**config.mk**
```make
export PLATFORM = sky130hd
export DESIGN_NAME = partial_order_chain_extract_flat
export DESIGN_NICKNAME = d
export VERILOG_FILES = /design/src/sv/poce_pkg.sv /design/src/sv/poce_if.sv /design/src/sv/poce_ctrl.sv /design/src/sv/poce_dp.sv /design/src/sv/partial_order_chain_extract.sv /design/src/flat_wrapper.sv
export VERILOG_INCLUDE_DIRS = /design/src /design/src/sv
export SDC_FILE = /design/constraint.sdc
export NUM_CORES = 2
export LEC_CHECK = 0
export BUFFER_PORTS_ARGS = -buffer_cell sky130_fd_sc_hd__buf_2
export CORE_ASPECT_RATIO = 0.8
export CORE_MARGIN = 1
export CORE_UTILIZATION = 40
export DETAILED_ROUTE_END_ITERATION = 6
export HOLD_SLACK_MARGIN = 0.12
export MAX_ROUTING_LAYER = met4
export PLACE_DENSITY = 0.6
export SYNTH_ARGS = -nofsm -noshare
export SYNTH_HDL_FRONTEND = slang
export SYNTH_SLANG_ARGS = --single-unit
export TNS_END_PERCENT = 100
```
**constraint.sdc**
```tcl
create_clock -name clk -period 4.7 [get_ports clk]
set_clock_uncertainty 0.2 [all_clocks]
set_input_delay 0.47 -clock clk [delete_from_list [all_inputs] [get_ports clk]]
set_output_delay 0.47 -clock clk [all_outputs]
set_load 0.1 [all_outputs]
```
**src/sv/partial_order_chain_extract_macros.svh**
```systemverilog
// ----------------------------------------------------------------------------
// partial_order_chain_extract assertion macros
// Shared property shapes, clocked on clk and disabled during rst.
// ----------------------------------------------------------------------------
`ifndef PARTIAL_ORDER_CHAIN_EXTRACT_MACROS_SVH
`define PARTIAL_ORDER_CHAIN_EXTRACT_MACROS_SVH

// same-cycle implication
`define POCE_ASSERT_IMP(label, ante, cons, msg) \
  label: assert property (@(posedge clk) disable iff (rst) (ante) |-> (cons)) \
    else $error(msg);

// next-cycle implication
`define POCE_ASSERT_NXT(label, ante, cons, msg) \
  label: assert property (@(posedge clk) disable iff (rst) (ante) |=> (cons)) \
    else $error(msg);

`endif

```
**src/sv/poce_pkg.sv**
```systemverilog
// ----------------------------------------------------------------------------
// poce_pkg
// Types, sizes and codes shared by the chain extraction block.
// ----------------------------------------------------------------------------
`default_nettype none

package poce_pkg;

  localparam int MAX_TASKS    = 16;
  localparam int TASK_ID_BITS = 16;
  localparam int IDX_W        = $clog2(MAX_TASKS);
  localparam int CNT_W        = $clog2(MAX_TASKS + 1);

  typedef enum logic [1:0] {
    OP_LOAD_ID   = 2'd0,
    OP_LOAD_EDGE = 2'd1,
    OP_GO        = 2'd2
  } opcode_t;

  typedef struct packed {
    logic [1:0]              opcode;
    logic [3:0]              slot;
    logic [TASK_ID_BITS-1:0] task_id;
    logic [3:0]              edge_from;
    logic [3:0]              edge_to;
    logic [4:0]              task_count;
  } in_item_t;

  typedef struct packed {
    logic [TASK_ID_BITS-1:0] out_task_id;
    logic [3:0]              position;
    logic                    last;
    logic                    error;
  } out_item_t;

  typedef enum logic [3:0] {
    S_IDLE,
    S_CHECK,
    S_CLOSE,
    S_MARK,
    S_PRUNE,
    S_FIND,
    S_WALK,
    S_EMIT,
    S_ERR,
    S_CLEAR
  } state_t;

  typedef struct packed {
    logic accept_en;
    logic idx_clr;
    logic idx_inc;
    logic close_step;
    logic mark_step;
    logic prune;
    logic find_end;
    logic walk_step;
    logic emit_step;
    logic emit_err;
    logic clear;
  } cmd_t;

  typedef struct packed {
    logic in_valid;
    logic in_go;
    logic out_free;
    logic check_err;
    logic idx_last;
    logic end_found;
    logic pred_found;
    logic walk_over;
    logic emit_last;
  } status_t;

endpackage

`default_nettype wire

```
**src/sv/poce_if.sv**
```systemverilog
// ----------------------------------------------------------------------------
// poce_if
// Valid/ready channels for load/go items and for chain results.
// ----------------------------------------------------------------------------
`default_nettype none

interface poce_in_if import poce_pkg::*; ();
  logic     valid;
  logic     ready;
  in_item_t data;
  modport source (output valid, output data, input ready);
  modport sink (input valid, input data, output ready);
endinterface

interface poce_out_if import poce_pkg::*; ();
  logic      valid;
  logic      ready;
  out_item_t data;
  modport source (output valid, output data, input ready);
  modport sink (input valid, input data, output ready);
endinterface

`default_nettype wire

```
**src/sv/poce_ctrl.sv**
```systemverilog
// ----------------------------------------------------------------------------
// poce_ctrl
// Run sequencer: check, closure, marking, pruning, end search, walk, emit or error, clear.
// ----------------------------------------------------------------------------
`default_nettype none

module poce_ctrl import poce_pkg::*; (
  input  logic    clk,
  input  logic    rst,
  input  status_t st,
  output cmd_t    cmd
);

  state_t state, state_next;

  always_ff @(posedge clk) begin
    if (rst) begin
      state <= S_IDLE;
    end else begin
      state <= state_next;
    end
  end

  always_comb begin
    state_next = state;
    case (state)
      S_IDLE: begin
        if (st.in_valid && st.in_go) state_next = S_CHECK;
      end
      S_CHECK: begin
        state_next = st.check_err ? S_ERR : S_CLOSE;
      end
      S_CLOSE: begin
        if (st.idx_last) state_next = S_MARK;
      end
      S_MARK: begin
        if (st.idx_last) state_next = S_PRUNE;
      end
      S_PRUNE: state_next = S_FIND;
      S_FIND: begin
        state_next = st.end_found ? S_WALK : S_ERR;
      end
      S_WALK: begin
        if (!st.pred_found) state_next = S_EMIT;
        else if (st.walk_over) state_next = S_ERR;
      end
      S_EMIT: begin
        if (st.out_free && st.emit_last) state_next = S_CLEAR;
      end
      S_ERR: begin
        if (st.out_free) state_next = S_CLEAR;
      end
      S_CLEAR: state_next = S_IDLE;
      default: state_next = S_IDLE;
    endcase
  end

  always_comb begin
    cmd = '0;
    case (state)
      S_IDLE:  cmd.accept_en = 1'b1;
      S_CHECK: cmd.idx_clr = 1'b1;
      S_CLOSE: begin
        cmd.close_step = 1'b1;
        cmd.idx_inc    = !st.idx_last;
        cmd.idx_clr    = st.idx_last;
      end
      S_MARK: begin
        cmd.mark_step = 1'b1;
        cmd.idx_inc   = 1'b1;
      end
      S_PRUNE: cmd.prune = 1'b1;
      S_FIND:  cmd.find_end = st.end_found;
      S_WALK: begin
        cmd.walk_step = st.pred_found && !st.walk_over;
        cmd.idx_clr   = !st.pred_found;
      end
      S_EMIT: begin
        cmd.emit_step = st.out_free;
        cmd.idx_inc   = st.out_free;
      end
      S_ERR:   cmd.emit_err = st.out_free;
      S_CLEAR: cmd.clear = 1'b1;
      default: cmd = '0;
    endcase
  end

endmodule

`default_nettype wire

```
**src/sv/poce_dp.sv**
```systemverilog
// ----------------------------------------------------------------------------
// poce_dp
// Edge matrix, implied marks, slot ids, chain buffer and the result register.
// ----------------------------------------------------------------------------
`default_nettype none
`include "partial_order_chain_extract_macros.svh"

module poce_dp import poce_pkg::*; (
  input  logic       clk,
  input  logic       rst,
  poce_in_if.sink    in_ch,
  poce_out_if.source out_ch,
  input  cmd_t       cmd,
  output status_t    st
);

  logic [MAX_TASKS-1:0]    adj [MAX_TASKS];
  logic [MAX_TASKS-1:0]    implied [MAX_TASKS];
  logic                    bad_flag;
  logic [TASK_ID_BITS-1:0] slot_ids [MAX_TASKS];
  logic [IDX_W-1:0]        chain [MAX_TASKS];
  logic [CNT_W-1:0]        count;
  logic [CNT_W-1:0]        len;
  logic [CNT_W-1:0]        idx;
  logic [IDX_W-1:0]        cur;
  logic                    out_valid;
  out_item_t               out_data;

  logic                    in_fire;
  logic [MAX_TASKS-1:0]    live;
  logic                    check_err;
  logic [IDX_W-1:0]        k;
  logic [MAX_TASKS-1:0]    mark_row;
  logic                    end_found;
  logic [IDX_W-1:0]        end_idx;
  logic                    pred_found;
  logic [IDX_W-1:0]        pred_idx;
  logic                    any_edge;
  logic [CNT_W-1:0]        rd_pos;

  assign in_ch.ready  = cmd.accept_en;
  assign in_fire      = in_ch.valid && cmd.accept_en;
  assign out_ch.valid = out_valid;
  assign out_ch.data  = out_data;
  assign k            = idx[IDX_W-1:0];

  always_comb begin
    live      = '0;
    check_err = bad_flag || (count == '0) || (count > CNT_W'(MAX_TASKS));
    mark_row  = '0;
    end_found = 1'b0;
    end_idx   = '0;
    pred_found = 1'b0;
    pred_idx  = '0;
    any_edge  = 1'b0;
    for (int i = 0; i < MAX_TASKS; i++) begin
      live[i] = CNT_W'(i) < count;
    end
    for (int i = 0; i < MAX_TASKS; i++) begin
      if ((adj[i] & ~live) != '0) check_err = 1'b1;
      if (!live[i] && adj[i] != '0) check_err = 1'b1;
      if (adj[k][i]) mark_row = mark_row | adj[i];
      if (adj[i] != '0) any_edge = 1'b1;
    end
    for (int i = MAX_TASKS - 1; i >= 0; i--) begin
      if (live[i] && adj[i] == '0) begin
        end_found = 1'b1;
        end_idx   = IDX_W'(i);
      end
      if (live[i] && adj[i][cur]) begin
        pred_found = 1'b1;
        pred_idx   = IDX_W'(i);
      end
    end
  end

  assign rd_pos = len - CNT_W'(1) - idx;

  always_comb begin
    st.in_valid   = in_ch.valid;
    st.in_go      = in_ch.data.opcode == OP_GO;
    st.out_free   = !out_valid || out_ch.ready;
    st.check_err  = check_err;
    st.idx_last   = ({1'b0, idx} + (CNT_W + 1)'(1)) == {1'b0, count};
    st.end_found  = end_found;
    st.pred_found = pred_found;
    st.walk_over  = len >= count;
    st.emit_last  = ({1'b0, idx} + (CNT_W + 1)'(1)) == {1'b0, len};
  end

  always_ff @(posedge clk) begin
    if (rst) begin
      for (int i = 0; i < MAX_TASKS; i++) begin
        adj[i]     <= '0;
        implied[i] <= '0;
      end
      bad_flag <= 1'b0;
    end else if (cmd.clear) begin
      for (int i = 0; i < MAX_TASKS; i++) begin
        adj[i]     <= '0;
        implied[i] <= '0;
      end
      bad_flag <= 1'b0;
    end else begin
      if (in_fire && in_ch.data.opcode == OP_LOAD_EDGE) begin
        if (CNT_W'(in_ch.data.edge_from) < CNT_W'(MAX_TASKS) &&
            CNT_W'(in_ch.data.edge_to) < CNT_W'(MAX_TASKS)) begin
          adj[in_ch.data.edge_from][in_ch.data.edge_to] <= 1'b1;
        end else begin
          bad_flag <= 1'b1;
        end
      end
      if (cmd.close_step) begin
        for (int i = 0; i < MAX_TASKS; i++) begin
          if (adj[i][k]) adj[i] <= adj[i] | adj[k];
        end
      end
      if (cmd.mark_step) implied[k] <= mark_row;
      if (cmd.prune) begin
        for (int i = 0; i < MAX_TASKS; i++) begin
          adj[i] <= adj[i] & ~implied[i];
        end
      end
    end
  end

  always_ff @(posedge clk) begin
    if (rst) begin
      idx <= '0;
      len <= '0;
    end else begin
      if (cmd.idx_clr) idx <= '0;
      else if (cmd.idx_inc) idx <= idx + CNT_W'(1);
      if (cmd.find_end) len <= CNT_W'(1);
      else if (cmd.walk_step) len <= len + CNT_W'(1);
    end
  end

  always_ff @(posedge clk) begin
    if (in_fire && in_ch.data.opcode == OP_LOAD_ID &&
        CNT_W'(in_ch.data.slot) < CNT_W'(MAX_TASKS)) begin
      slot_ids[in_ch.data.slot] <= in_ch.data.task_id;
    end
    if (in_fire && in_ch.data.opcode == OP_GO) count <= in_ch.data.task_count;
    if (cmd.find_end) begin
      cur      <= end_idx;
      chain[0] <= end_idx;
    end
    if (cmd.walk_step) begin
      cur                     <= pred_idx;
      chain[len[IDX_W-1:0]]   <= pred_idx;
    end
  end

  always_ff @(posedge clk) begin
    if (rst) begin
      out_valid <= 1'b0;
    end else if (cmd.emit_step || cmd.emit_err) begin
      out_valid <= 1'b1;
    end else if (out_ch.ready) begin
      out_valid <= 1'b0;
    end
  end

  always_ff @(posedge clk) begin
    if (cmd.emit_step) begin
      out_data.out_task_id <= slot_ids[chain[rd_pos[IDX_W-1:0]]];
      out_data.position    <= idx[3:0];
      out_data.last        <= st.emit_last;
      out_data.error       <= 1'b0;
    end else if (cmd.emit_err) begin
      out_data.out_task_id <= '0;
      out_data.position    <= '0;
      out_data.last        <= 1'b1;
      out_data.error       <= 1'b1;
    end
  end

  `POCE_ASSERT_NXT(a_clear_empties, cmd.clear, !any_edge && !bad_flag, "run state not cleared")
  `POCE_ASSERT_NXT(a_walk_bound, cmd.walk_step, len <= count, "chain longer than count")
  `POCE_ASSERT_NXT(a_last_marked, cmd.emit_step && st.emit_last, out_data.last && !out_data.error, "final transfer not marked")
  `POCE_ASSERT_NXT(a_err_shape, cmd.emit_err, out_valid && out_data.error && out_data.last, "bad error transfer")
  `POCE_ASSERT_IMP(a_no_load_busy, in_fire, !cmd.close_step && !cmd.walk_step && !cmd.emit_step, "input taken mid-run")

endmodule

`default_nettype wire

```
**src/sv/partial_order_chain_extract.sv**
```systemverilog
// ----------------------------------------------------------------------------
// partial_order_chain_extract
// Transitive closure and reduction of a task order, emitted as one chain.
// ----------------------------------------------------------------------------
//  channel  dir  transfer
//  in_ch    in   load subtask id, load edge, or go with task count
//  out_ch   out  one task id per chain position, or one error transfer
//
//  Load items are taken while idle; ready is high whenever no run is active.
//  A go item runs check, closure over N pivots, marking of N rows, prune, end search,
//  a walk of the L-entry chain, L emits and a clear step,
//  N = task count, L = chain length; one pivot/row per closure/marking cycle.
//  Output stalls hold the sequencer in its emit or error step; reset clears matrix.
// ----------------------------------------------------------------------------
`default_nettype none

module partial_order_chain_extract import poce_pkg::*; (
  input  logic       clk,
  input  logic       rst,
  poce_in_if.sink    in_ch,
  poce_out_if.source out_ch
);

  cmd_t    cmd;
  status_t st;

  poce_ctrl u_ctrl (
    .clk (clk),
    .rst (rst),
    .st  (st),
    .cmd (cmd)
  );

  poce_dp u_dp (
    .clk    (clk),
    .rst    (rst),
    .in_ch  (in_ch),
    .out_ch (out_ch),
    .cmd    (cmd),
    .st     (st)
  );

endmodule

`default_nettype wire

```
**src/flat_wrapper.sv**
```systemverilog
// flat-port wrapper written by rule: the top's interface ports become plain ports
module partial_order_chain_extract_flat import poce_pkg::*;
  (clk, rst, in_ch_valid, in_ch_data, in_ch_ready, out_ch_valid, out_ch_data, out_ch_ready);
  poce_in_if in_ch_i ();
  poce_out_if out_ch_i ();
  input  logic clk;
  input  logic rst;
  input wire logic [$bits(in_ch_i.valid)-1:0] in_ch_valid;
  input wire logic [$bits(in_ch_i.data)-1:0] in_ch_data;
  output wire logic [$bits(in_ch_i.ready)-1:0] in_ch_ready;
  output wire logic [$bits(out_ch_i.valid)-1:0] out_ch_valid;
  output wire logic [$bits(out_ch_i.data)-1:0] out_ch_data;
  input wire logic [$bits(out_ch_i.ready)-1:0] out_ch_ready;
  assign in_ch_i.valid = in_ch_valid;
  assign in_ch_i.data = in_ch_data;
  assign in_ch_ready = in_ch_i.ready;
  assign out_ch_valid = out_ch_i.valid;
  assign out_ch_data = out_ch_i.data;
  assign out_ch_i.ready = out_ch_ready;
  partial_order_chain_extract u_core (.clk(clk), .rst(rst), .in_ch(in_ch_i), .out_ch(out_ch_i));
endmodule
```
**Yosys cells after proc, flatten, opt, wreduce, memory -nomap -nowiden**

Memories as Yosys holds them, arrays and structs flattened. A register that Yosys moved wholly into a read port is not among the register bits.
Cells that the tools add are included.

- Register bits: 46
- Memories kept: 4
- Memory bits (writable): 832
- Bits of input ports: 39
- Logic and storage cells: 729

- Equality and inequality tests: 19
- Add/subtract/negate cells: 5
- Bitwise operators: 144
- Reduce and logical (&&, ||, !) cells: 139
- Mux-type cells: 385
- $lt $le $gt $ge: 22

Memory list:

| name | words | bits a word | rd ports | clocked after Yosys merged registers in | wr ports | line | source |
|---|---|---|---|---|---|---|---|
| u_core.u_dp.adj | 16 | 16 | 17 | 1 | 16 | poce_dp.sv:17 | `logic [MAX_TASKS-1:0] adj [MAX_TASKS];` |
| u_core.u_dp.implied | 16 | 16 | 16 | 0 | 16 | poce_dp.sv:18 | `logic [MAX_TASKS-1:0] implied [MAX_TASKS];` |
| u_core.u_dp.slot_ids | 16 | 16 | 1 | 0 | 1 | poce_dp.sv:20 | `logic [TASK_ID_BITS-1:0] slot_ids [MAX_TASKS];` |
| u_core.u_dp.chain | 16 | 4 | 1 | 0 | 1 | poce_dp.sv:21 | `logic [IDX_W-1:0] chain [MAX_TASKS];` |

Operators with widths:

| operator | number |
|---|---|
| $mux W16 | 84 |
| $and A16 B16 Y16 | 32 |
| $reduce_bool A16 Y1 | 32 |
| $or A16 B16 Y16 | 31 |
| $not A16 Y16 | 17 |
| $logic_not A16 Y1 | 16 |
| $mux W1 | 214 |
| $mux W4 | 49 |
| $bmux W1 S4 | 32 |
| $or A1 B1 Y1 | 64 |
| $logic_and A1 B1 Y1 | 56 |
| $mux W22 | 2 |
| $lt A4 B5 Y1 const A | 8 |
| $pmux W4 S9 | 1 |
| $reduce_or A16 Y1 | 2 |
| $logic_not A1 Y1 | 20 |
| $lt A3 B5 Y1 const A | 4 |
| $eq A4 B3 Y1 const B | 4 |
| $lt A4 B5 Y1 const B | 3 |
| $eq A6 B5 Y1 | 2 |
| $add A5 B1 Y5 const B | 2 |
| $lt A1 B5 Y1 const A | 2 |
| $lt A2 B5 Y1 const A | 2 |
| $ne A2 B2 Y1 const B | 5 |
| 22 further kinds | 30 |

**Longest topological paths before layout**

- Depth in word-level cells: 38
- Mapped depth: 17
- Depth with buffers taken out: 11

**Hierarchy**

Synthesis repeated with hierarchy kept, for this count alone.

- Cells, all modules: 3894
- Area, all modules: 45263.4 um^2

By module, submodules not included:

| module | seq. area each (um^2) | area an instance (um^2) | times used | cells an instance |
|---|---|---|---|---|
| poce_dp | 23642.7 | 44719.1 | 1 | 3825 |
| poce_ctrl | 80.1 | 544.3 | 1 | 69 |

**Least setup slack after synthesis**

No wires, ideal clock.

- Path kind: register to register
- From: reg u_core.u_ctrl.state[2]
- To: mem u_core.u_dp.slot_ids[0][0], enable pin
- Arrival: 4.580 ns
- Stages on the path, launching flop included: 7
- Library setup time: 0.409 ns
- Path slack: -0.489 ns
- Cell sequence: dfxtp_1 -> or2_1 -> nor3_1 -> nand2_1 -> nor4_1 -> nand2b_1 -> nor3_1

- Longest elaborated chain between the ends: 6

Ends and longest elaborated chain:

| element | line | source |
|---|---|---|
| from (decl) | poce_ctrl.sv:14 | `state_t state, state_next;` |
| from (signal assigned) | poce_ctrl.sv:20 | `state <= state_next;` |
| $logic_not A4 Y1 | poce_ctrl.sv:60 | `case (state)` |
| $mux W1 | poce_ctrl.sv:60 |  |
| named net in_ch_ready | flat_wrapper.sv:10 | `output wire logic [$bits(in_ch_i.ready)-1:0] in_ch_ready;` |
| $logic_and A1 B1 Y1 | poce_dp.sv:42 | `assign in_fire = in_ch.valid && cmd.accept_en;` |
| $logic_and A1 B1 Y1 | poce_dp.sv:140 | `if (in_fire && in_ch.data.opcode == OP_LOAD_ID &&` |
| $mux W1 | poce_dp.sv:140 |  |
| $mux W1 (implied by the code) | poce_dp.sv:142 | `slot_ids[in_ch.data.slot] <= in_ch.data.task_id;` |
| to (decl) | poce_dp.sv:20 |  |

The timed path passes the listed nets, and every way through them passes these cells.

**Worst setup path in the final report**

- From: reg u_core.u_dp.cur[2]
- To: reg u_core.u_ctrl.state[3]

- Longest elaborated chain between the ends: 21

Ends and longest elaborated chain:

| element | line | source |
|---|---|---|
| from (decl) | poce_dp.sv:25 | `logic [IDX_W-1:0] cur;` |
| from (signal assigned) | poce_dp.sv:146 | `cur <= end_idx;` |
| from (signal assigned) | poce_dp.sv:150 | `cur <= pred_idx;` |
| $bmux W1 S4 | poce_dp.sv:70 | `if (live[i] && adj[i][cur]) begin` |
| $mux W1 (implied by the code) | poce_dp.sv:70 |  |
| $logic_and A1 B1 Y1 | poce_dp.sv:70 |  |
| $mux W1 (15 in a row) | poce_dp.sv:70 |  |
| $mux W1 * | poce_dp.sv:70 |  |
| $mux W4 or $ne A3 B3 Y1 (tied branches) | n/a |  |
| $pmux W4 S9 or $reduce_and A6 Y1 (tied branches) | n/a |  |

Every way passes the cells marked *; elsewhere a longest branch is shown, timed or not. The select of a mux whose other input is x is not followed.
A chain may end at the register's enable or synchronous reset.

==> summary.txt <==
Route
  • Drt initial violations: 7387
  • Total Wirelength: 230000 um
  • Total number of vias: 40.5k
  • DR WL/cell: 40.7 um
  • Pre-Repair DR Iteration Count: 7
  • Antenna viol nets, final: 0
  • Vias per std cell: 7.14
  • DRC Markers: 17

STA
  • Fmax achieved: 0.218 GHz
  • Post-route setup slack: 108 ps
  • Finish-stage setup viols: 0
  • WHS: 199 ps
  • Max-slew violation count: 0
  • Total negative slack: 0 ps
  • Least-Margin Pin Slew: 1330 ps
  • RSZ-0062 raised after global routing: no
  • Max_slew headroom: 0.110
  • Final period utilization: 0.977
  • Tmin final: 4590 ps
  • Final hold vios: 0

Placement
  • I/O Buffers: 62
  • Pre-CTS setup slack: 322 ps
  • Routability cong.: 1.15
  • Placed wire-length estimate: 163000 um

Status
  • Failing checks: DRC
  • Status: finished with violations

Floorplan
  • Starting Density: 0.405
  • DIE HEIGHT: 302 um
  • Die area: 114000 um2
  • Die width: 377 um
  • Row Count: 109
  • I/O Pins: 63
  • Core Box Area: 111000 um2

Synthesis
  • Total nets after synthesis: 3908
  • Synth cell types: 77
  • Mapped Area: 44900 um2
  • Flops & latches, synth: 882
  • Fraction of registers with async set/reset: 0
  • Synth Flop Type: edfxtp_1
  • Syn_area_per_cell: 11.7 um2
  • Synthesis warning total: 0
  • Post-synthesis cell count: 3855
  • Seq/Total Area, Yosys: 0.528
  • EDFF count, synth: 606

Pwr
  • P_leak: 17.2 nW
  • VDD IR max: 389 uV
  • Total power: 19.3 mW
  • P per Cell Area: 368 nW/um2

Global routing
  • Largest net degree at the start of global routing: 123
  • First-pass GRT wire length: 312000 um
  • Initial antenna violation count: 23
  • Global route overflow: 0
  • Total GRT Usage: 0.412
  • Vias in the first global route: 36.9k

Layout
  • Final #Nets: 4118
  • Syn-to-layout area delta: 16.7%
  • Layout cells sized above 1: 0.214

Setup path
  • Element type at the critical path end: register
  • Worst-path fanout max: 12
  • CP required: 5190 ps
  • Worst EP arrival: 5080 ps
  • Crit Path Category: register to register
  • Critical path launch point type: register

CTS
  • TritonCTS clock tree: built
  • Clk root buf: clkbuf_16
  • Clock Pin Slew Worst Setup and Hold Paths: 60 ps
  • Htree depth: 3
  • Clk buf depth: 3
  • CTS Buf Count: 90
  • Clock latency on the worst-skew pair: 770 ps
  • Clock net sink count: 882

Worst hold path
  • Worst hold path class: primary input to register

Job
  • Max_cap viols: 0
## cells in the final DEF (no fill, tap or decap), types with 12 or more instances in the layout
| master | n |
|---|---|
| edfxtp_1 | 606 |
| nand2_1 | 391 |
| nor2_1 | 338 |
| buf_4 | 333 |
| dfxtp_1 | 270 |
| a21oi_1 | 244 |
| mux4_2 | 238 |
| o221ai_1 | 208 |
| nand3b_1 | 188 |
| nor4_1 | 111 |
| o21ai_0 | 99 |
| a22oi_1 | 96 |
| clkbuf_16 | 93 |
| nand3_1 | 89 |
| buf_2 | 62 |
| mux2i_1 | 59 |
| inv_1 | 54 |
| a32oi_1 | 40 |
| nor2b_1 | 36 |
| o2111ai_1 | 34 |
| nand4_1 | 33 |
| nor2_2 | 31 |
| dlygate4sd3_1 | 29 |
| nor3_1 | 28 |
| a221oi_1 | 28 |
| buf_12 | 28 |
| clkbuf_1 | 26 |
| diode_2 | 25 |
| a22o_1 | 23 |
| o211ai_1 | 22 |
| o32a_1 | 22 |
| nand2b_1 | 18 |
| mux2_2 | 15 |
| o22ai_1 | 15 |
| a31oi_1 | 13 |
| xnor2_1 | 13 |
| ha_1 | 13 |
| a32o_1 | 12 |
| clkinv_2 | 12 |
| clkbuf_8 | 12 |
## flip-flops by register name, indices dropped and copies added, names as in the netlist, named ones only
signal                    flops
u_core.u_dp.count             5
u_core.u_dp.chain            64
u_core.u_dp.out_ch.data      22
u_core.u_dp.slot_ids        256
u_core.u_dp.implied         256
u_core.u_dp.adj             256
u_core.u_dp.cur               4
u_core.u_ctrl.state           4
u_core.u_dp.out_ch.valid      1
u_core.u_dp.idx               5
u_core.u_dp.len               5
## Yosys cell counts, types with 15 or more instances
cell type	n	area share
nor2_1	353	0.029
mux2i_1	62	0.014
inv_1	54	0.0045
nand2_1	391	0.033
buf_2	44	0.0049
o32a_1	22	0.0049
nand3_1	89	0.0099
a221oi_1	28	0.0055
dfxtp_1	276	0.12
buf_1	23	0.0019
nand3b_1	188	0.031
a32oi_1	40	0.0078
a22o_1	23	0.0045
edfxtp_1	606	0.41
o2111ai_1	34	0.0066
mux4_2	238	0.12
a22oi_1	96	0.016
mux2_2	16	0.0040
o221ai_1	208	0.041
nand2b_1	18	0.0025
a21oi_1	245	0.027
clkbuf_1	248	0.021
nor4_1	112	0.016
nor3_1	34	0.0038
nor2_2	16	0.0022
o21ai_0	101	0.011
nand4_1	33	0.0046
o211ai_1	22	0.0037
o22ai_1	15	0.0021
nor2b_1	37	0.0052
## cell type report
cell class | instances | area (um2)
Fill cell | 9932 | 58400
Sequential cell | 882 | 23700
Multi-Input combinational cell | 2582 | 19700
Timing Repair Buffer | 454 | 3700
Clock buffer | 129 | 2550
Tap cell | 1498 | 1870
Clock inverter | 41 | 592
Inverter | 55 | 206
Antenna cell | 25 | 62.6
## cells by family after synthesis
group,synth area share
simple gates,0.144
compound gates,0.146
buf+inv,0.0364
fa+ha+maj,0.00407
flops,0.528
xor+xnor,0.00409
mux,0.137
## power by group
| part | switching (mW) | internal [mW] |
|---|---|---|
| registers | 0.153 | 8.46 |
| logic | 2.11 | 0.896 |
| clock network | 3.29 | 4.39 |
## through the flow
stage               std cells   util  instance area (um2)
finish                   5666  0.473                52500
CTS                      5637  0.472                52300
floorplan                3855      -                44900
detailed placement       5438  0.441                48900
global route             5657  0.473                52400
global placement         5438  0.441                48900
## what timing repair did
action / 4_1_cts / 5_1_grt
setup endpoints to repair: 0 / 1
resized for setup: 0 / 9
hold endpoints to repair: 285 / 0
buffers inserted: 0 / 3
hold buffers: 29 / 0
## final timing paths
| check | startpoint | endpoint | slack, ps | cells past startpoint |
|---|---|---|---|---|
| setup / recovery | u_core.u_dp.cur[2] | u_core.u_ctrl.state[3] | 110 | 12 |
| hold / removal | in_ch_data[12] | u_core.u_dp.adj[14][4] | 200 | 4 |
| setup reg to reg | u_core.u_dp.cur[2] | u_core.u_ctrl.state[3] | 110 | 12 |
| hold reg to reg | u_core.u_dp.out_ch.data[0] | u_core.u_dp.out_ch.data[0] | 300 | 2 |
## routing by layer
metal	vias to the layer above	track usage	part of all wire
li1	15700	-	-
met4	0	0.183	0.052
met2	3563	0.523	0.39
met3	659	0.186	0.16
met5	-	-	0
met1	20500	0.553	0.40
## critical path, cell delays in order, from the launching register on
cell and delay [ps]:
edfxtp_1 1010, buf_4 340, mux4_2 310, mux2_2 320, nand2b_1 80, a21oi_1 120
nor4_4 550, a31oi_4 180, buf_4 230, nor3_4 310, o311ai_1 160, a21oi_1 160
dlygate4sd3_1 550
Power figures use the tool's default switching activity.
